**config.mk**
```make
export PLATFORM = sky130hd
export DESIGN_NAME = oaht_ctrl
export DESIGN_NICKNAME = d
export VERILOG_FILES = /design/src/rtl/oaht_pkg.sv /design/src/rtl/oaht_ctrl.sv
export SDC_FILE = /design/constraint.sdc
export NUM_CORES = 1
export LEC_CHECK = 0
export ABC_AREA = 1
export BUFFER_PORTS_ARGS = -buffer_cell sky130_fd_sc_hd__buf_4
export CAP_MARGIN = 25
export CORE_AREA = 2 2 39 41
export CTS_BUF_LIST = sky130_fd_sc_hd__clkbuf_8
export CTS_CLUSTER_SIZE = 14
export DETAILED_ROUTE_END_ITERATION = 12
export DIE_AREA = 0 0 41 43
export GPL_ROUTABILITY_DRIVEN = 0
export MAX_ROUTING_LAYER = met4
export PLACE_DENSITY = 0.82
export SLEW_MARGIN = 20
export SYNTH_ARGS = -nofsm -noshare
export SYNTH_HDL_FRONTEND = slang
export SYNTH_SLANG_ARGS = --single-unit
```
**constraint.sdc**
```tcl
create_clock -name clk_i -period 2.71 [get_ports clk_i]
set_clock_uncertainty 0.15 [all_clocks]
set_input_delay 0.1355 -clock clk_i [delete_from_list [all_inputs] [get_ports clk_i]]
set_output_delay 0.1355 -clock clk_i [all_outputs]
set_load 0.02 [all_outputs]
```
**src/rtl/oaht_pkg.sv**
```systemverilog
// Shared types, codes and constants for the open-addressing hash table.
// No dependencies; imported by oaht_ctrl, oaht_dp and the top level.
`default_nettype none
package oaht_pkg;

  localparam int unsigned MaxCapacity = 1024;
  localparam int unsigned MinCapacity = 8;

  // Load band: live*LoadScale must lie within [cap*LoadLow, cap*LoadHigh]
  localparam int unsigned LoadScale = 1024;
  localparam int unsigned LoadLow   = 256;
  localparam int unsigned LoadHigh  = 768;

  typedef enum logic [1:0] {
    SLOT_UNUSED = 2'd0,
    SLOT_TOMB   = 2'd1,
    SLOT_LIVE   = 2'd2
  } slot_e;

  typedef enum logic [1:0] {
    MODE_LOOKUP = 2'd0,
    MODE_INSERT = 2'd1,
    MODE_REMOVE = 2'd2,
    MODE_CLEAR  = 2'd3
  } mode_e;

  typedef enum logic [4:0] {
    DP_NONE,
    DP_ACCEPT,
    DP_CLR_SLOT,
    DP_PRB_ADV,
    DP_LOOKUP_HIT,
    DP_REMOVE,
    DP_UPDATE,
    DP_FILL_TOMB,
    DP_FILL_FREE,
    DP_FULL,
    DP_TGT_INIT,
    DP_TGT_STEP,
    DP_RH_RD,
    DP_RH_WR,
    DP_RI_START,
    DP_RI_FILL,
    DP_RI_NEXT,
    DP_RH_FINISH,
    DP_OUT_LOAD
  } dp_op_e;

  typedef enum logic [3:0] {
    ST_RST_CLR,
    ST_IDLE,
    ST_CLR,
    ST_PRB_RD,
    ST_PRB_CHK,
    ST_TGT,
    ST_RH_RD,
    ST_RH_WR,
    ST_RI_RD,
    ST_RI_CHK,
    ST_RI_PRD,
    ST_RI_PCHK,
    ST_RI_NXT,
    ST_RESP
  } ctrl_state_e;

  typedef struct packed {
    logic   in_ready;
    dp_op_e op;
  } cmd_t;

  typedef struct packed {
    logic  in_valid;
    mode_e in_mode;
    mode_e mode;
    logic  slot_unused;
    logic  slot_match;
    logic  tomb_seen;
    logic  last_step;
    logic  grow;
    logic  tgt_done;
    logic  tgt_over;
    logic  copy_last;
    logic  ri_last;
    logic  clr_last;
    logic  scr_live;
    logic  out_free;
  } sts_t;

  // Identity hash, keys 0 and 1 map to 2
  function automatic logic [31:0] slot_hash(input logic [31:0] k);
    logic [31:0] h;
    h = (k < 32'd2) ? 32'd2 : k;
    return h;
  endfunction

endpackage
`default_nettype wire

```
**src/rtl/oaht_ctrl.sv**
```systemverilog
// Sequencer for probes, clears and rehash passes of the hash table.
// Depends on oaht_pkg; drives oaht_dp through cmd_t, reads sts_t.
`default_nettype none
module oaht_ctrl (
  input  wire logic          clk_i,
  input  wire logic          rst_ni,
  input  wire oaht_pkg::sts_t sts_i,
  output oaht_pkg::cmd_t     cmd_o
);
  import oaht_pkg::*;

  ctrl_state_e state_q, state_d;

  always_ff @(posedge clk_i or negedge rst_ni) begin
    if (!rst_ni) begin
      state_q <= ST_RST_CLR;
    end else begin
      state_q <= state_d;
    end
  end

  always_comb begin
    state_d         = state_q;
    cmd_o.in_ready  = 1'b0;
    cmd_o.op        = DP_NONE;
    case (state_q)
      ST_RST_CLR: begin
        cmd_o.op = DP_CLR_SLOT;
        if (sts_i.clr_last) state_d = ST_IDLE;
      end
      ST_IDLE: begin
        cmd_o.in_ready = 1'b1;
        if (sts_i.in_valid) begin
          cmd_o.op = DP_ACCEPT;
          state_d  = (sts_i.in_mode == MODE_CLEAR) ? ST_CLR : ST_PRB_RD;
        end
      end
      ST_CLR: begin
        cmd_o.op = DP_CLR_SLOT;
        if (sts_i.clr_last) state_d = ST_RESP;
      end
      ST_PRB_RD: state_d = ST_PRB_CHK;
      ST_PRB_CHK: begin
        state_d = ST_RESP;
        if (sts_i.slot_match) begin
          case (sts_i.mode)
            MODE_LOOKUP: cmd_o.op = DP_LOOKUP_HIT;
            MODE_REMOVE: cmd_o.op = DP_REMOVE;
            MODE_INSERT: cmd_o.op = DP_UPDATE;
            default:     cmd_o.op = DP_NONE;
          endcase
        end else if (sts_i.slot_unused) begin
          if (sts_i.mode == MODE_INSERT) begin
            if (sts_i.tomb_seen) begin
              cmd_o.op = DP_FILL_TOMB;
            end else if (sts_i.grow) begin
              cmd_o.op = DP_TGT_INIT;
              state_d  = ST_TGT;
            end else begin
              cmd_o.op = DP_FILL_FREE;
            end
          end
        end else if (sts_i.last_step) begin
          cmd_o.op = DP_FULL;
        end else begin
          cmd_o.op = DP_PRB_ADV;
          state_d  = ST_PRB_RD;
        end
      end
      ST_TGT: begin
        if (!sts_i.tgt_done) begin
          cmd_o.op = DP_TGT_STEP;
        end else if (sts_i.tgt_over) begin
          cmd_o.op = DP_FULL;
          state_d  = ST_RESP;
        end else begin
          cmd_o.op = DP_FILL_FREE;
          state_d  = ST_RH_RD;
        end
      end
      ST_RH_RD: begin
        cmd_o.op = DP_RH_RD;
        state_d  = ST_RH_WR;
      end
      ST_RH_WR: begin
        cmd_o.op = DP_RH_WR;
        state_d  = sts_i.copy_last ? ST_RI_RD : ST_RH_RD;
      end
      ST_RI_RD: state_d = ST_RI_CHK;
      ST_RI_CHK: begin
        if (sts_i.scr_live) begin
          cmd_o.op = DP_RI_START;
          state_d  = ST_RI_PRD;
        end else begin
          state_d = ST_RI_NXT;
        end
      end
      ST_RI_PRD: state_d = ST_RI_PCHK;
      ST_RI_PCHK: begin
        if (sts_i.slot_unused) begin
          cmd_o.op = DP_RI_FILL;
          state_d  = ST_RI_NXT;
        end else begin
          cmd_o.op = DP_PRB_ADV;
          state_d  = ST_RI_PRD;
        end
      end
      ST_RI_NXT: begin
        if (sts_i.ri_last) begin
          cmd_o.op = DP_RH_FINISH;
          state_d  = ST_RESP;
        end else begin
          cmd_o.op = DP_RI_NEXT;
          state_d  = ST_RI_RD;
        end
      end
      ST_RESP: begin
        if (sts_i.out_free) begin
          cmd_o.op = DP_OUT_LOAD;
          state_d  = ST_IDLE;
        end
      end
      default: state_d = ST_IDLE;
    endcase
  end

endmodule
`default_nettype wire

```
==> metrics.md <==
| Metric | Value |
|---|---|
| CTS tree | done |
| Drt total wl | 2018 um |
| P&R area growth vs syn | 38.00% |
| Die area | 1763 sq um |
| Hold Crit Endpoint | state_q[1] |
| Crit path max fanout | 6 |
| Maxcap violations | 0 |
| Synth Instances | between 100 and 150 |
| Post-Route Setup TNS | 0 ns |
| Post-CTS setup buffer count | 0 |
| Tmin final | between 1.5 and 2 ns |
| Status | finished, final reports clean |
| Most frequent cell after synthesis | nand2_1 |
| Synth Area per Inst | about 5 sq um |
| Resized cells post-CTS | 0 |
| Hold path start | sts_i[2] |
| Slew margin rel. | 80.62% |
| I/O pin count | 25 |
| Crit path max-delay family | simple AND/OR/NAND/NOR gates |
| Via count of the first global-routing pass | 849 |
| R2R Path End | state_q[3] |
| RSZ-0062 raised after global routing | false |
| Synth Register Bits | 4 |
| Worst Tran Pin Value | 0.2896 ns |
| Sequential Area | 100.1 sq um |
| Drt pass-1 iters | 4 |
| Required @ worst endpoint | 2.42 ns |
| Clock share of power | 13.4% |
| Fin nets | 182 |
| Buffer depth of the longest clock path | 2 |
| Max reg flops | 4 |
| Routed wire per std cell | 11.40 um |
| Slowest stage delay, CP | around 0.46 ns |
| P_leak | 0.5415 nW |
| Crit-path cells | inv_1, nand2_1, nor2_1, nor3_1, nand4_1, buf_4 |
| Total Power | 0.9135 mW |
| Layout cells sized above 1 | 21.12% |
| R2R Path Start | state_q[3] |
| Multi-input gate area | 486.7 sq um |
| Vias/cell | 5.215 |
| Iter 0 DRT Violations | 42 |
| Final Cycle Share | 69.88% |
| Initial Util | 47.83% |
| Buf/Inv on CP | 2 |
| Synth cell count leaders | nand2_1, nor2_1, inv_1, nand3_1, o21ai_0 |
| Die width | 41 um |
| P_int | roughly 0.42 mW |
| Initial antenna violation count | 0 |
| Antenna Cells | 0 |
| Global-route wire length before repair | 3332 um |
| Setup CP Type | register to output pin |
| Seq/Total Area, Yosys | 15.12% |
| Global-route usage over all layers | 27.81% |
| Count of cell types in the netlist | 15 |
| Top FF cell, synth | dfrtp_1 |
| Sequential share of power | 15.0% |
| Final ANT Viol Nets | 0 |
| Worst R2R Path Depth | 6 |
| Largest net degree at the start of global routing | 7 |
| Skew-Pair Late Insertion Delay | approximately 0.21 ns |
| Sw frac | about 54% |
| Wl on met1 | 842 um |
| Grt ovf | 0 |
| NetSw | 0.4915 mW |
| Endpoints failing hold | 0 |
| Fin util | approximately two thirds |
| Syn Nets | ~150 |
| Detailed placer's ending HPWL | 1589 um |
| Biggest regs | state_q x4 |
| EDFF count, synth | 0 |
| Comb pwr share | 71.6% |
| Die extent in y | approximately 43 um |
| Synth warn | 0 |
| Share of the synthesized area in the top cell type | 27.79% |
| Largest cells by area after synthesis | nand2_1, dfrtp_1, nor2_1 |
| Total length of routed met2 wires | 959 um |
| Reg with most FFs | state_q |
| Final setup vio count | 0 |
| Fill cells | between 100 and 150 |
| DRC Markers | 0 |
| Max layer used | met4 |
| Metal3 WL | 179 um |
| Rows | 14 |
| Fmax | 0.5281 GHz |
| Worst-path clk slew | 0.03 ns |
| Setup crit end kind | output pin |
| DR vias | roughly 900 |
| Reg2Reg Setup Slack | approximately 1.1 ns |
| Cell at the slowest stage of the critical path | dfrtp_1 |
| PD cells | 1000 nW/um^2 |
| Cell depth of the worst hold path | 4 |
| Maximum vdd drop | approximately 0.00084 V |
| # port buffers | 24 |
| Final Max Tran Viols | 0 |
| Worst hold path class | input pin to register |
| Root buffer cell | clkbuf_8 |
| Arr. time, crit path | 1.61 ns |
| Synthesized area | 661.9 sq um |
| CP Launch Type | register |
| Core area | 1384 sq um |
| Total clock sinks | 4 |
| Cell taking the most area after synthesis | nand2_1 |
| CTS HTree Levels | 1 |
| Post-synth ARST share | between 90% and 100% |
| Clock buffer count from CTS | 3 |
## worst register-to-register path: stages (launching register included)
cell     delay [ns]
dfrtp_1        0.45
nor2_1         0.29
nand2_1        0.12
o22ai_1        0.27
nor2_2         0.09
nand2_1        0.10
nand2_1        0.07
## timing repair
action	CTS	global route
endpoints found under the hold margin	4	0
endpoints found under the setup margin	0	0
hold buffers	1	0
## layout make-up
cell class	instances	area share [%]
Multi-Input combinational cell	109	53.29
Timing Repair Buffer	25	20.82
Tap cell	16	2.192
Clock buffer	3	4.521
Sequential cell	4	10.96
Inverter	20	8.219
## cell families (layout without fill, tap and decap cells)
kind of cell | after synthesis | after routing | synth area share (%)
simple gates | 97 | 97 | 64.27
buf+inv | 20 | 48 | 11.34
flops | 4 | 4 | 15.12
compound gates | 12 | 12 | 9.263
## power by group through the flow
stage	clock network [mW]	logic [mW]	registers, mW
floorplan	0	0.445	0.128
global placement	0	0.627	0.135
detailed placement	0	0.634	0.136
CTS	0.125	0.643	0.135
global route	0.131	0.725	0.143
finish	0.122	0.654	0.137
## through the flow
step | worst slack (ns) | instance area (sq um) | hold slack (ns) | instances
2_1_floorplan | 1.230 | 661.9 | -0.3101 | 133
3_3_place_gp | 1.100 | 862.1 | -0.2185 | 173
3_5_place_dp | 1.104 | 862.1 | -0.2155 | 173
4_1_cts | 0.8683 | 913.4 | 0.04265 | 177
5_1_grt | 0.7052 | 913.4 | 0.06297 | 177
6_report | 0.8164 | 913.4 | 0.05516 | 177
## per-layer routing
metal  GRT usage, %  vias up
met5              -        -
met4          8.667        0
met2          39.38       49
met1          38.71      395
li1               -      475
met3          5.759        4
## cells in the final DEF, fill, tap and decap left out, drive strengths merged
| cell type | netlist | final |
|---|---|---|
| nand4 | 3 | 3 |
| inv | 20 | 20 |
| nor3 | 4 | 4 |
| clkbuf | 0 | 3 |
| nand2 | 50 | 50 |
| dfrtp | 4 | 4 |
| o22ai | 1 | 1 |
| a21oi | 2 | 2 |
| buf | 0 | 24 |
| nor2 | 27 | 27 |
| dlygate4sd3 | 0 | 1 |
| nand3 | 12 | 12 |
| o21ai | 9 | 9 |
| nand3b | 1 | 1 |
## worst max path at each step
stage	cells after the start	slack, ns	endpoint	from
finish	6	0.82	cmd_o[0]	state_q[3]
global route	6	0.71	cmd_o[0]	state_q[3]
CTS	6	0.87	cmd_o[0]	state_q[3]
detailed placement	6	1.10	cmd_o[0]	state_q[3]
global placement	6	1.10	cmd_o[0]	state_q[3]
floorplan	5	1.23	cmd_o[0]	state_q[3]
(Power assumes the default switching activity.)
